$ cat src/hw/rtl/rpsd_pkg.sv
`default_nettype none

package rpsd_pkg;

    localparam int RPSD_CLIENTS = 4;
    localparam int RPSD_SUBPADS = 4;

    localparam int CFG_W     = 10;
    localparam int CFG_IDX_W = 1;
    localparam logic [CFG_IDX_W-1:0] CFG_GAIN_PERCENT = 1'd0;
    localparam logic [CFG_IDX_W-1:0] CFG_MIN_NONZERO  = 1'd1;

    localparam logic [9:0] GAIN_RESET = 10'd100;
    localparam logic [7:0] MIN_RESET  = 8'd1;

    localparam logic [7:0] MIN_PACKET_LEN = 8'd10;

    // neutral carrier bytes of one half
    localparam logic [7:0] CARRIER_B0 = 8'h00;
    localparam logic [7:0] CARRIER_B1 = 8'h01;
    localparam logic [7:0] CARRIER_B2 = 8'h40;
    localparam logic [7:0] CARRIER_B3 = 8'h40;
    localparam logic [6:0] LOW_BIAS   = 7'h40;
    localparam logic [6:0] HIGH_BIAS  = 7'h01;

    // raw strength values before scaling
    localparam int V_W    = 10;
    localparam int V_CNT  = 6;
    localparam int V_IDX_W = 3;
    localparam logic [V_IDX_W-1:0] V_HIGH_A   = 3'd0;
    localparam logic [V_IDX_W-1:0] V_LOW_A    = 3'd1;
    localparam logic [V_IDX_W-1:0] V_HIGH_B   = 3'd2;
    localparam logic [V_IDX_W-1:0] V_LOW_B    = 3'd3;
    localparam logic [V_IDX_W-1:0] V_COARSE_A = 3'd4;
    localparam logic [V_IDX_W-1:0] V_COARSE_B = 3'd5;

    // s = p / 100 for p < 25600 via reciprocal; p >= 25600 saturates
    localparam int P_W = V_W + CFG_W;
    localparam logic [P_W-1:0] P_SAT = 20'd25600;
    localparam logic [12:0] RECIP_100 = 13'd5243;
    localparam int RECIP_SHIFT = 19;
    localparam logic [7:0] STRENGTH_MAX = 8'd255;

    typedef struct packed {
        logic [2:0]                  client;
        logic [1:0]                  subpad;
        logic [63:0]                 pattern;
        logic                        allow;
        logic                        quiet_a;
        logic                        quiet_b;
        logic [V_CNT-1:0][V_W-1:0]   v;
    } item_t;

endpackage

`default_nettype wire

$ cat src/hw/rtl/rpsd_queue.sv
`default_nettype none

module rpsd_queue
    import rpsd_pkg::*;
(
    input  wire logic  clk,
    input  wire logic  rst_n,
    input  wire logic  push,
    input  wire item_t push_data,
    input  wire logic  pop,
    output item_t      head,
    output logic       empty,
    output logic       full
);

    item_t      mem [2];
    logic       wr_ptr_reg, wr_ptr_next;
    logic       rd_ptr_reg, rd_ptr_next;
    logic [1:0] count_reg, count_next;

    assign empty = (count_reg == 2'd0);
    assign full  = (count_reg == 2'd2);
    assign head  = mem[rd_ptr_reg];

    always_comb
    begin
        wr_ptr_next = wr_ptr_reg;
        rd_ptr_next = rd_ptr_reg;
        count_next  = count_reg;
        if (push)
        begin
            wr_ptr_next = ~wr_ptr_reg;
        end
        if (pop)
        begin
            rd_ptr_next = ~rd_ptr_reg;
        end
        if (push && !pop)
        begin
            count_next = count_reg + 2'd1;
        end
        else if (pop && !push)
        begin
            count_next = count_reg - 2'd1;
        end
    end

    always_ff @(posedge clk or negedge rst_n)
    begin
        if (!rst_n)
        begin
            wr_ptr_reg <= 1'b0;
            rd_ptr_reg <= 1'b0;
            count_reg  <= 2'd0;
        end
        else
        begin
            wr_ptr_reg <= wr_ptr_next;
            rd_ptr_reg <= rd_ptr_next;
            count_reg  <= count_next;
        end
    end

    always_ff @(posedge clk)
    begin
        if (push)
        begin
            mem[wr_ptr_reg] <= push_data;
        end
    end

endmodule

`default_nettype wire

$ cat src/hw/rtl/rpsd_front.sv
`default_nettype none

module rpsd_front
    import rpsd_pkg::*;
#(
    parameter int CLIENTS = RPSD_CLIENTS,
    parameter int SUBPADS = RPSD_SUBPADS
)
(
    input  wire logic        in_valid,
    output logic             in_ready,
    input  wire logic [2:0]  client_index,
    input  wire logic [2:0]  subpad_index,
    input  wire logic [7:0]  packet_length,
    input  wire logic [63:0] pattern_bytes,
    input  wire logic        allow_neutral,
    input  wire logic        q_full,
    output logic             q_push,
    output item_t            q_data
);

    function automatic logic [7:0] absd8(input logic [7:0] a, input logic [7:0] b);
        return (a > b) ? (a - b) : (b - a);
    endfunction

    function automatic logic is_quiet(input logic [31:0] h);
        logic zero;
        logic carrier;
        zero    = (h == 32'd0);
        carrier = (h[7:0] == CARRIER_B0) && (h[15:8] == CARRIER_B1) &&
                  (h[23:16] == CARRIER_B2) && (h[31:24] == CARRIER_B3);
        return zero || carrier;
    endfunction

    function automatic logic [V_W-1:0] v_high(input logic [31:0] h);
        logic [6:0]  d1;
        logic [15:0] third;
        d1    = (h[14:8] > HIGH_BIAS) ? (h[14:8] - HIGH_BIAS) : (HIGH_BIAS - h[14:8]);
        third = 16'(h[7:0]) * 16'd171;
        return V_W'({3'd0, d1} * 10'd3) + V_W'(third[15:9]);
    endfunction

    function automatic logic [V_W-1:0] v_low(input logic [31:0] h);
        logic [6:0] d2;
        logic [6:0] d3;
        d2 = (h[22:16] > LOW_BIAS) ? (h[22:16] - LOW_BIAS) : (LOW_BIAS - h[22:16]);
        d3 = (h[30:24] > LOW_BIAS) ? (h[30:24] - LOW_BIAS) : (LOW_BIAS - h[30:24]);
        return V_W'({3'd0, d3} * 10'd3) + V_W'(d2[6:1]);
    endfunction

    function automatic logic [V_W-1:0] v_coarse(input logic [31:0] h);
        logic [7:0]  d0;
        logic [7:0]  d1;
        logic [7:0]  d2;
        logic [7:0]  d3;
        logic [7:0]  m01;
        logic [7:0]  m23;
        logic [7:0]  mx;
        logic [9:0]  sum;
        d0  = absd8(h[7:0], CARRIER_B0);
        d1  = absd8(h[15:8], CARRIER_B1);
        d2  = absd8(h[23:16], CARRIER_B2);
        d3  = absd8(h[31:24], CARRIER_B3);
        m01 = (d0 > d1) ? d0 : d1;
        m23 = (d2 > d3) ? d2 : d3;
        mx  = (m01 > m23) ? m01 : m23;
        sum = 10'(d0) + 10'(d1) + 10'(d2) + 10'(d3);
        return V_W'({mx, 1'b0}) + V_W'(sum[9:2]);
    endfunction

    logic [31:0] half_a;
    logic [31:0] half_b;
    logic        keep;

    assign half_a = pattern_bytes[31:0];
    assign half_b = pattern_bytes[63:32];

    assign keep = (32'(client_index) < CLIENTS) && (32'(subpad_index) < SUBPADS) &&
                  (packet_length >= MIN_PACKET_LEN);

    // dropped packets are still consumed, they just never reach the queue
    assign in_ready = !q_full;
    assign q_push   = in_valid && !q_full && keep;

    always_comb
    begin
        q_data         = '0;
        q_data.client  = client_index;
        q_data.subpad  = subpad_index[1:0];
        q_data.pattern = pattern_bytes;
        q_data.allow   = allow_neutral;
        q_data.quiet_a = is_quiet(half_a);
        q_data.quiet_b = is_quiet(half_b);
        if (!q_data.quiet_a)
        begin
            q_data.v[V_HIGH_A]   = v_high(half_a);
            q_data.v[V_LOW_A]    = v_low(half_a);
            q_data.v[V_COARSE_A] = v_coarse(half_a);
        end
        if (!q_data.quiet_b)
        begin
            q_data.v[V_HIGH_B]   = v_high(half_b);
            q_data.v[V_LOW_B]    = v_low(half_b);
            q_data.v[V_COARSE_B] = v_coarse(half_b);
        end
    end

endmodule

`default_nettype wire

$ cat src/hw/rtl/rpsd_back.sv
`default_nettype none

module rpsd_back
    import rpsd_pkg::*;
#(
    parameter int CLIENTS = RPSD_CLIENTS,
    parameter int SUBPADS = RPSD_SUBPADS
)
(
    input  wire logic                 clk,
    input  wire logic                 rst_n,
    input  wire logic                 cfg_we,
    input  wire logic [CFG_IDX_W-1:0] cfg_index,
    input  wire logic [CFG_W-1:0]     cfg_data,
    input  wire logic                 q_empty,
    input  wire item_t                q_head,
    output logic                      q_pop,
    output logic                      out_valid,
    input  wire logic                 out_ready,
    output logic [2:0]                event_client,
    output logic [1:0]                event_subpad,
    output logic [7:0]                low_strength,
    output logic [7:0]                high_strength,
    output logic                      duration_ticks,
    output logic [63:0]               raw_pattern,
    output logic [15:0]               sequence_count
);

    localparam int SLOTS  = CLIENTS * SUBPADS;
    localparam int SLOT_W = (SLOTS > 1) ? $clog2(SLOTS) : 1;

    typedef enum logic [1:0] {ST_IDLE, ST_ISSUE, ST_DRAIN, ST_DECIDE} state_t;

    state_t             state_reg, state_next;
    item_t              item_reg, item_next;
    logic [V_IDX_W-1:0] iss_cnt_reg, iss_cnt_next;
    logic [P_W-1:0]     p_reg, p_next;
    logic [V_IDX_W-1:0] p_idx_reg, p_idx_next;
    logic               p_vld_reg, p_vld_next;
    logic [7:0]         res_reg [V_CNT];
    logic [CFG_W-1:0]   gain_reg;
    logic [7:0]         min_reg;

    logic               out_valid_reg, out_valid_next;
    logic [2:0]         client_reg, client_next;
    logic [1:0]         subpad_reg, subpad_next;
    logic [7:0]         low_reg, low_next;
    logic [7:0]         high_reg, high_next;
    logic               dur_reg, dur_next;
    logic [63:0]        raw_reg, raw_next;
    logic [15:0]        seq_reg, seq_next;

    logic               slot_active_reg [SLOTS];
    logic [15:0]        slot_seq_reg [SLOTS];

    logic [27:0]        recip_prod;
    logic [7:0]         quot;
    logic [7:0]         scaled;
    logic [7:0]         low_p;
    logic [7:0]         high_p;
    logic [7:0]         low_f;
    logic [7:0]         high_f;
    logic               neutral;
    logic               emit;
    logic               load;
    logic [SLOT_W-1:0]  slot;
    logic [15:0]        seq_inc;

    // second scaler stage: divide by 100, floor, saturate, nonzero >= min
    assign recip_prod = 28'(p_reg[14:0]) * 28'(RECIP_100);
    assign quot       = recip_prod[RECIP_SHIFT+7:RECIP_SHIFT];

    always_comb
    begin
        if (p_reg >= P_SAT)
        begin
            scaled = STRENGTH_MAX;
        end
        else if (quot == 8'd0)
        begin
            scaled = 8'd0;
        end
        else if (quot < min_reg)
        begin
            scaled = min_reg;
        end
        else
        begin
            scaled = quot;
        end
    end

    assign low_p  = (res_reg[V_LOW_A] > res_reg[V_LOW_B]) ? res_reg[V_LOW_A] : res_reg[V_LOW_B];
    assign high_p = (res_reg[V_HIGH_A] > res_reg[V_HIGH_B]) ?
                    res_reg[V_HIGH_A] : res_reg[V_HIGH_B];

    always_comb
    begin
        low_f  = low_p;
        high_f = high_p;
        // both precise strengths vanished on two live halves: coarse decode
        if (low_p == 8'd0 && high_p == 8'd0 && !item_reg.quiet_a && !item_reg.quiet_b)
        begin
            low_f  = res_reg[V_COARSE_A];
            high_f = res_reg[V_COARSE_B];
        end
    end

    assign neutral = (low_f == 8'd0) && (high_f == 8'd0);
    assign slot    = SLOT_W'(32'(item_reg.client) * SUBPADS + 32'(item_reg.subpad));
    assign emit    = !neutral || (item_reg.allow && slot_active_reg[slot]);
    assign seq_inc = slot_seq_reg[slot] + 16'd1;
    assign load    = (state_reg == ST_DECIDE) && emit && (!out_valid_reg || out_ready);
    assign q_pop   = (state_reg == ST_IDLE) && !q_empty;

    always_comb
    begin
        state_next     = state_reg;
        item_next      = item_reg;
        iss_cnt_next   = iss_cnt_reg;
        p_next         = p_reg;
        p_idx_next     = p_idx_reg;
        p_vld_next     = 1'b0;
        out_valid_next = out_valid_reg && !out_ready;
        client_next    = client_reg;
        subpad_next    = subpad_reg;
        low_next       = low_reg;
        high_next      = high_reg;
        dur_next       = dur_reg;
        raw_next       = raw_reg;
        seq_next       = seq_reg;

        unique case (state_reg)
            ST_IDLE:
            begin
                if (!q_empty)
                begin
                    item_next    = q_head;
                    iss_cnt_next = '0;
                    state_next   = ST_ISSUE;
                end
            end
            ST_ISSUE:
            begin
                p_next       = P_W'(item_reg.v[iss_cnt_reg]) * P_W'(gain_reg);
                p_idx_next   = iss_cnt_reg;
                p_vld_next   = 1'b1;
                iss_cnt_next = iss_cnt_reg + V_IDX_W'(1);
                if (iss_cnt_reg == V_IDX_W'(V_CNT - 1))
                begin
                    state_next = ST_DRAIN;
                end
            end
            ST_DRAIN:
            begin
                state_next = ST_DECIDE;
            end
            ST_DECIDE:
            begin
                if (!emit)
                begin
                    state_next = ST_IDLE;
                end
                else if (load)
                begin
                    out_valid_next = 1'b1;
                    client_next    = item_reg.client;
                    subpad_next    = item_reg.subpad;
                    low_next       = neutral ? 8'd0 : low_f;
                    high_next      = neutral ? 8'd0 : high_f;
                    dur_next       = !neutral;
                    raw_next       = item_reg.pattern;
                    seq_next       = seq_inc;
                    state_next     = ST_IDLE;
                end
            end
            default:
            begin
                state_next = ST_IDLE;
            end
        endcase
    end

    always_ff @(posedge clk or negedge rst_n)
    begin
        if (!rst_n)
        begin
            state_reg     <= ST_IDLE;
            p_vld_reg     <= 1'b0;
            out_valid_reg <= 1'b0;
            iss_cnt_reg   <= '0;
            client_reg    <= '0;
            subpad_reg    <= '0;
            low_reg       <= '0;
            high_reg      <= '0;
            dur_reg       <= 1'b0;
            raw_reg       <= '0;
            seq_reg       <= '0;
        end
        else
        begin
            state_reg     <= state_next;
            p_vld_reg     <= p_vld_next;
            out_valid_reg <= out_valid_next;
            iss_cnt_reg   <= iss_cnt_next;
            client_reg    <= client_next;
            subpad_reg    <= subpad_next;
            low_reg       <= low_next;
            high_reg      <= high_next;
            dur_reg       <= dur_next;
            raw_reg       <= raw_next;
            seq_reg       <= seq_next;
        end
    end

    always_ff @(posedge clk)
    begin
        item_reg   <= item_next;
        p_reg      <= p_next;
        p_idx_reg  <= p_idx_next;
        if (p_vld_reg)
        begin
            res_reg[p_idx_reg] <= scaled;
        end
    end

    always_ff @(posedge clk or negedge rst_n)
    begin
        if (!rst_n)
        begin
            gain_reg <= GAIN_RESET;
            min_reg  <= MIN_RESET;
        end
        else if (cfg_we)
        begin
            case (cfg_index)
                CFG_GAIN_PERCENT: gain_reg <= cfg_data;
                CFG_MIN_NONZERO:  min_reg  <= cfg_data[7:0];
                default:          ;
            endcase
        end
    end

    always_ff @(posedge clk or negedge rst_n)
    begin
        if (!rst_n)
        begin
            for (int i = 0; i < SLOTS; i++)
            begin
                slot_active_reg[i] <= 1'b0;
                slot_seq_reg[i]    <= 16'd0;
            end
        end
        else if (load)
        begin
            slot_active_reg[slot] <= !neutral;
            slot_seq_reg[slot]    <= seq_inc;
        end
    end

    assign out_valid      = out_valid_reg;
    assign event_client   = client_reg;
    assign event_subpad   = subpad_reg;
    assign low_strength   = low_reg;
    assign high_strength  = high_reg;
    assign duration_ticks = dur_reg;
    assign raw_pattern    = raw_reg;
    assign sequence_count = seq_reg;

endmodule

`default_nettype wire

$ cat src/hw/rtl/rumble_pattern_strength_decoder_core.sv
`default_nettype none

// channel   | signals                         | carries
// ----------+---------------------------------+----------------------------------
// s_axis    | tvalid tready tdata[79:0] tuser | one rumble packet per transaction
// m_axis    | tvalid tready tdata[103:0] tuser| one rumble event per transaction
// cfg       | cfg_we cfg_index cfg_data       | register write, index 0 gain, 1 min
//
// In the back end a packet is popped and its six values pass through the shared
// gain scaler (multiply, then divide-by-100 stage); a drain and a decide state
// follow. A two-entry queue lets the input keep taking packets while the back end
// works or the output register is stalled. Dropped packets never enter the queue.
// Reset clears slot state and returns gain to 100 and min strength to 1.

module rumble_pattern_strength_decoder_core
    import rpsd_pkg::*;
#(
    parameter int CLIENTS = RPSD_CLIENTS,
    parameter int SUBPADS = RPSD_SUBPADS
)
(
    input  wire logic                 clk,
    input  wire logic                 rst_n,

    input  wire logic                 cfg_we,
    input  wire logic [CFG_IDX_W-1:0] cfg_index,
    input  wire logic [CFG_W-1:0]     cfg_data,

    input  wire logic                 s_axis_tvalid,
    output logic                      s_axis_tready,
    // client_index[2:0], subpad_index[5:3], packet_length[13:6],
    // pattern_bytes[77:14], zero pad[79:78]
    input  wire logic [79:0]          s_axis_tdata,
    // allow_neutral[0]
    input  wire logic                 s_axis_tuser,

    output logic                      m_axis_tvalid,
    input  wire logic                 m_axis_tready,
    // event_client[2:0], event_subpad[4:3], low_strength[12:5],
    // high_strength[20:13], raw_pattern[84:21], sequence_count[100:85],
    // zero pad[103:101]
    output logic [103:0]              m_axis_tdata,
    // duration_ticks[0]
    output logic                      m_axis_tuser
);

    item_t       q_data;
    item_t       q_head;
    logic        q_push;
    logic        q_pop;
    logic        q_empty;
    logic        q_full;
    logic [2:0]  event_client;
    logic [1:0]  event_subpad;
    logic [7:0]  low_strength;
    logic [7:0]  high_strength;
    logic [63:0] raw_pattern;
    logic [15:0] sequence_count;

    rpsd_front #(
        .CLIENTS (CLIENTS),
        .SUBPADS (SUBPADS)
    ) u_front (
        .in_valid      (s_axis_tvalid),
        .in_ready      (s_axis_tready),
        .client_index  (s_axis_tdata[2:0]),
        .subpad_index  (s_axis_tdata[5:3]),
        .packet_length (s_axis_tdata[13:6]),
        .pattern_bytes (s_axis_tdata[77:14]),
        .allow_neutral (s_axis_tuser),
        .q_full        (q_full),
        .q_push        (q_push),
        .q_data        (q_data)
    );

    rpsd_queue u_queue (
        .clk       (clk),
        .rst_n     (rst_n),
        .push      (q_push),
        .push_data (q_data),
        .pop       (q_pop),
        .head      (q_head),
        .empty     (q_empty),
        .full      (q_full)
    );

    rpsd_back #(
        .CLIENTS (CLIENTS),
        .SUBPADS (SUBPADS)
    ) u_back (
        .clk            (clk),
        .rst_n          (rst_n),
        .cfg_we         (cfg_we),
        .cfg_index      (cfg_index),
        .cfg_data       (cfg_data),
        .q_empty        (q_empty),
        .q_head         (q_head),
        .q_pop          (q_pop),
        .out_valid      (m_axis_tvalid),
        .out_ready      (m_axis_tready),
        .event_client   (event_client),
        .event_subpad   (event_subpad),
        .low_strength   (low_strength),
        .high_strength  (high_strength),
        .duration_ticks (m_axis_tuser),
        .raw_pattern    (raw_pattern),
        .sequence_count (sequence_count)
    );

    assign m_axis_tdata = {3'd0, sequence_count, raw_pattern, high_strength,
                           low_strength, event_subpad, event_client};

endmodule

`default_nettype wire
$ cat config.mk
export PLATFORM = sky130hd
export DESIGN_NAME = rumble_pattern_strength_decoder_core
export DESIGN_NICKNAME = d
export VERILOG_FILES = /design/src/hw/rtl/rpsd_pkg.sv /design/src/hw/rtl/rpsd_queue.sv /design/src/hw/rtl/rpsd_front.sv /design/src/hw/rtl/rpsd_back.sv /design/src/hw/rtl/rumble_pattern_strength_decoder_core.sv
export SDC_FILE = /design/constraint.sdc
export NUM_CORES = 2
export LEC_CHECK = 0
export ABC_AREA = 1
export ABC_CLOCK_PERIOD_IN_PS = 11300
export BUFFER_PORTS_ARGS = -buffer_cell sky130_fd_sc_hd__buf_2
export CORE_MARGIN = 2
export CORE_UTILIZATION = 57
export CTS_CLUSTER_SIZE = 25
export DETAILED_ROUTE_END_ITERATION = 6
export PLACE_DENSITY = 0.82
export REMOVE_ABC_BUFFERS = 1
export SYNTH_ARGS = -nofsm -noshare
export SYNTH_HDL_FRONTEND = slang
export SYNTH_SLANG_ARGS = --single-unit
$ cat constraint.sdc
create_clock -name clk -period 11.3 [get_ports clk]
set_clock_uncertainty 0.1 [all_clocks]
set_input_delay 0 -clock clk [delete_from_list [all_inputs] [get_ports clk]]
set_output_delay 0 -clock clk [all_outputs]
set_load 0.02 [all_outputs]
== Word-level counts from Yosys, hierarchy flattened ==
Memory sizes are Yosys's and may differ from the RTL's. A register that Yosys moved wholly into a read port is not among the register bits.
Cells that the tools add are included.
Operators by class
  add/sub/neg operators: 43
  multipliers: 8
  $lt $le $gt $ge: 30
  equal/unequal tests: 14
  multiplexer cells: 64
  bitwise logic cells: 5
  reductions and logical operators: 54
Operators by type and width (number)
  $bwmux W256: 1
  $mux W8: 23
  $bmux W16 S4: 1
  $demux W16 S4: 1
  $gt A8 B8 Y1: 8
  $logic_not A32 Y1: 2
  $logic_not A8 Y1: 7
  $mux W16: 3
  $mux W7: 6
  $add A10 B8 Y10: 4
  $mux W20: 2
  $mul A7 B2 Y9 const B: 4
  $eq A8 B7 Y1 const B: 4
  $gt A8 B1 Y1 const B: 4
  $gt A8 B7 Y1 const B: 4
  $mul A8 B8 Y16 const B: 2
  $sub A1 B8 Y8 const A: 4
  $sub A7 B8 Y8 const A: 4
  $sub A8 B7 Y8 const B: 4
  $bmux W10 S3: 1
  $mux W10: 3
  $gt A7 B7 Y1 const B: 4
  $sub A7 B7 Y7 const A: 4
  $sub A7 B7 Y7 const B: 4
  other kinds (46): 114
Word-level totals
  register bits after elaboration: 426
  RAM bits: 312
  input bits: 97
  memories kept: 2
Memories
  u_queue.mem: words 2, width 132, rd ports 1, clocked after memory_dff 1, wr ports 1, line rpsd_queue.sv:16  | item_t mem [2];
  u_back.res_reg: words 6, width 8, rd ports 6, clocked after memory_dff 0, wr ports 1, line rpsd_back.sv:40  | logic [7:0] res_reg [V_CNT];

== Depth between registers and ports, before layout ==
An unclocked memory read counts as a cell.
  depth after elaboration: 17
  mapped depth: 44
  mapped depth without buffers: 42

== Cells and area by module ==
Synthesis repeated with hierarchy kept, for this count alone.
Second synthesis, totals
  cells, all modules: 5563
  area, all modules: 54264.5 um2
By module, submodules not included
  rpsd_back: instances 1, cells an instance 3568, area each 33492.1 um2, seq. area each 16085.4 um2
  rpsd_front: instances 1, cells an instance 1555, area each 10731.5 um2, seq. area each 0.0 um2
  rpsd_queue: instances 1, cells an instance 436, area each 10014.6 um2, seq. area each 8027.7 um2
  rumble_pattern_strength_decoder_core: instances 1, cells an instance 4, area each 26.3 um2, seq. area each 0.0 um2

== Worst setup path before layout ==
Ideal clock, no wire load.
  path kind: reg2reg
  from: reg u_back.state_reg[0]
  to: reg u_queue.count_reg[1]
  data arrival time: 8.312 ns
  data required time: 11.069 ns
  slack: 2.758 ns
  stages on the path, launching flop included: 10
  buffers on the path: 0
  cells stage by stage: dfrtp_1 -> inv_1 -> ha_1 -> inv_1 -> a21oi_1 -> inv_1 -> ha_1 -> a21oi_1 -> o21ai_0 -> xor2_1
On the way
  word-level cells in the longest chain between the ends: 5
RTL lines
  start: declaration: line rpsd_back.sv:34  | state_t state_reg, state_next;
  start signal: assignment: line rpsd_back.sv:202  | state_reg <= state_next;
  $logic_not A2 Y1 *: line rpsd_back.sv:114  | assign q_pop = (state_reg == ST_IDLE) && !q_empty;
  $logic_and A1 B1 Y1 *: line rpsd_back.sv:114
  via q_pop: line rumble_pattern_strength_decoder_core.sv:50  | logic q_pop;
  $logic_not A1 Y1: line rpsd_queue.sv:38  | if (push && !pop)
  $logic_and A1 B1 Y1: line rpsd_queue.sv:38
  $mux W2 or $reduce_bool A2 Y1 (tied branches)
  end signal: assignment: line rpsd_queue.sv:60  | count_reg <= count_next;
  end: declaration: line rpsd_queue.sv:19  | logic [1:0] count_reg, count_next;
The timed path passes the listed nets; every way through them passes the cells marked *.
A chain may end at the register's enable or synchronous reset.

== Worst setup path after layout ==
  from: reg u_back.p_reg[13]
  to: mem u_back.res_reg[0][0] (data pin)
On the way
  word-level cells in the longest chain between the ends: 5
RTL lines
  start: declaration: line rpsd_back.sv:37  | logic [P_W-1:0] p_reg, p_next;
  start signal: assignment: line rpsd_back.sv:219  | p_reg <= p_next;
  $mul A15 B13 Y27: line rpsd_back.sv:70  | assign recip_prod = 28'(p_reg[14:0]) * 28'(RECIP_100);
  $lt A8 B8 Y1: line rpsd_back.sv:83  | else if (quot < min_reg)
  $mux W8: line rpsd_back.sv:83
  $mux W8: line rpsd_back.sv:79  | else if (quot == 8'd0)
  $mux W8 *: line rpsd_back.sv:75  | if (p_reg >= P_SAT)
  via u_back.scaled[0]: line rpsd_back.sv:58  | logic [7:0] scaled;
  end: declaration: line rpsd_back.sv:40
Marked as above.

==> reports/results.md <==
| Group | Parameter | Value |
|:---|:---|:---|
| synthesis | Post-synth top area cell | edfxtp_1 |
| synthesis | Synth cell types | 57 |
| synthesis | Cell types with the largest area share after synthesis | edfxtp_1 (26%), dfrtp_1 (19%), nand2_1 (14%), ha_1 (11%), fa_1 (7.7%) |
| sta | Pins over their slew limit | 0 |
| synthesis | Commonest cells post-synth | nand2_1 (1892), inv_1 (811), edfxtp_1 (455) |
| die | Die H | 307 microns |
| die | Number of placed I/O pins | 204 |
| critical path | Critical Path AT | 7770 ps |
| sta | Endpoints failing setup | 0 |
| grt | Total Routing Usage GR | 26.7% |
| synthesis | Fraction of registers with async set/reset | 47.0% |
| synthesis | Average footprint of a synthesized cell | 9.11 sq um |
| clock tree | Clock slew at reported path FFs | 60 ps |
| die | Placement row count | 111 |
| sta | Minimum period implied by the final worst setup slack | 7490 ps |
| placement | Placer Congestion | 0.929 |
| critical path | Reg-to-reg critical path startpoint | u_back.p_reg[13] |
| placement | Post-DP HPWL | 85200 microns |
| clock tree | Clock Tree Root | clkbuf_16 |
| placement | Total of buffers placed on input and output ports | 197 |
| clock tree | Number of CTS-inserted buffers | 90 |
| sta | Final Hold Violating Endpoints | 0 |
| drt | Number of routed nets with antenna violations | 0 |
| critical path | Sort of element at the end of the critical path | register |
| clock tree | Post-CTS Setup Repair Bufs | 0 |
| drt | Top sig layer | met5 |
| critical path | Crit Reg-Reg Endpoint | u_back.res_reg[0][0] |
| critical path | Element type at the critical path start | register |
| critical path | Timing startpoint of the critical path | u_back.p_reg[13] |
| drt | Number of vias after detailed routing | 39753 |
| synthesis | Most common flop cell mapped by yosys | edfxtp_1 |
| die | Effective utilization at floorplan | 57.3% |
| layout | Layout overhead on the synthesized area | 11.7% |
| grt | Congestion Overflow GR | 0 |
| clock tree | Clock latency on the worst-skew pair | 700 ps |
| clock tree | Post-cts sizing count | 0 |
| clock tree | Number of sinks handled by clock tree synthesis | 858 |
| layout | Count of fill cells added during filler insertion | 6908 |
| drt | DR WL/cell | 17.1 microns |
| synthesis | Number of enable-type register cells in the synthesized netlist | 455 |
| synthesis | Share of the synthesized area in the top cell type | 26.1% |
| drt | Post-Route M1 WL | 50100 microns |
| min path | Beginning of the worst hold path | s_axis_tdata[61] |
| sta | Fin Setup TNS | 0 ps |
| synthesis | Syn Inst Count | 5738 |
| synthesis | Yosys warning total | 0 |
| layout | Multi-input logic area | 0.0246 sq mm |
| layout | Final net count | 6733 |
| grt | Vias in the first global route | 40752 |
| drt | Number of detailed-route iterations in the first pass | 6 |
| critical path | CP required | 11580 ps |
| grt | Wire length of the first global-routing pass | 202000 microns |
| layout | Proportion of layout cells with a drive suffix above 1 | 7.45% |
| drt | DRC violations left | 0 |
| outcome | Result of the run | completed |
| critical path | Critical path start-end classification | register to register |
| clock tree | Clock tree from TritonCTS | done |
| drt | Met2 WL | 61000 microns |
| die | Horizontal extent of the die | 307 microns |
| synthesis | Most numerous cell in the Yosys netlist | nand2_1 |
| critical path | Flop-to-flop setup slack | 3810 ps |
| clock tree | Maximum level of the CTS H-tree | 3 |
| layout | Area occupied by registers | 0.0238 sq mm |
| synthesis | Register area share after synthesis | 45.4% |
| synthesis | #FFs+latches synth | 858 |
| drt | First DRT Iteration DRCs | 3306 |
| min path | Worst hold stages | 2 |
| sta | Unrepaired setup endpoints after global routing | false |
| sta | Worst Tran Pin Value | 1220 ps |
| sta | Ratio of final minimum period to clock period | 66.3% |
| drt | Total Routed Length | 124000 microns |
| min path | Type of the tightest min-delay check | input pin to register |
| drt | DR vias/cell | 5.48 |
| die | Core region area | 0.0912 sq mm |
| drt | Met3 routed wirelength | 8810 microns |
| clock tree | Maximum root-to-sink buffer count | 3 |
| die | Die area | 0.0941 sq mm |
| sta | Worst relative slew slack | 18.9% |
| critical path | Worst Path Max Fanout | 10 |
| synthesis | Summed instance area of the synthesized netlist | 0.0523 sq mm |
| flow run | Reported max-cap violation count | 0 |
| min path | WHS Endpoint | u_queue.mem[0][110] |
| grt | Antenna violations before repair | 2 |
| grt | Pin count of the biggest net entering global routing | 169 |
| sta | Maximum clock rate | 134 MHz |
| critical path | Reg2Reg Depth | 23 |
per-stage QoR:
step | std cells | setup slack [ps] | area, sq um | hold slack, ps | util [%]
floorplan | 5554 | 2760 | 51300 | -396 | -
global placement | 6971 | 3930 | 54200 | -47.6 | 59.4
detailed placement | 6971 | 3880 | 54200 | -46.5 | 59.4
CTS | 7253 | 3830 | 58400 | 1.73 | 64.0
global route | 7254 | 2970 | 58400 | 9.53 | 64.0
finish | 7256 | 3810 | 58400 | 23.7 | 64.0
worst max-delay path by stage:
stage,endpoint,slack (ps)
after floorplan,u_queue.count_reg[1],2760
after detailed placement,u_back.res_reg[1][0],3880
after CTS,u_back.res_reg[0][0],3830
final,u_back.res_reg[0][0],3810
after global placement,u_back.res_reg[1][0],3930
after global routing,u_queue.mem[1][49],2970
layout make-up:
class                      instances  share of cell area (%)
multi-input combinational       3873                    42.0
clock inverter                    36                   0.803
inverter                         823                    5.29
clock buffer                     132                    4.42
tap                             1186                    2.54
sequential                       858                    40.7
timing repair buffer             345                    4.21
antenna                            3                  0.0129
layer usage:
layer	track usage, %	up-vias
met4	10.5	2
li1	-	18904
met2	45.8	1415
met3	5.16	292
met1	33.3	19140
met5	0	-
logic make-up (layout without fill, tap and decap cells):
kind of cell             after synthesis  in the layout  synth area share [%]
AND/OR/NAND/NOR                     2426           2426                  19.0
buffers and inverters               1009           1336                  7.71
flip-flops                           858            858                  45.4
AO/OA/AOI/OAI                        684            684                  7.61
adder cells (fa/ha/maj)              645            645                  18.3
XOR/XNOR                             115            115                  1.93
other                                  1              6               0.00717
cell usage in the layout (no fill, tap or decap), types with 12 or more instances in the layout:
cell and n:
a21oi_1 161, a22oi_1 136, buf_2 196, buf_4 30, clkbuf_1 27, clkbuf_16 92, clkbuf_8 13, clkinv_2 14
dfrtp_1 398, dlygate4sd3_1 113, edfxtp_1 455, fa_1 200, ha_1 445, inv_1 810, nand2_1 1892, nand3_1 99
nand4_1 29, nand4_2 19, nor2_1 282, nor2_8 12, nor3_1 39, o21a_1 14, o21ai_0 188, o21ai_1 109
o21bai_1 23, o22ai_1 12, xnor2_1 34, xor2_1 79
worst max-delay path, stage by stage (launching register included):
cell,delay [ps]
edfxtp_1,630
fa_1,500
ha_1,330
fa_1,490
inv_1,70
fa_1,550
fa_1,560
inv_1,40
ha_1,330
nand2_1,110
nor4_1,370
nand3_1,110
o211ai_1,430
a31oi_1,170
xor2_1,280
inv_1,80
ha_1,290
a21oi_1,160
nor2_1,50
a211oi_1,580
nand2_1,370
or2_2,360
nand3_1,80
nand2_1,150
repair_timing:
item | CTS | global route
endpoints found under the hold margin | 274 | 0
hold buffers | 114 | 0
endpoints found under the setup margin | 0 | 0
Power is not shown: default switching activity piles up to over one toggle a cycle in this logic, so the estimate is an artifact.
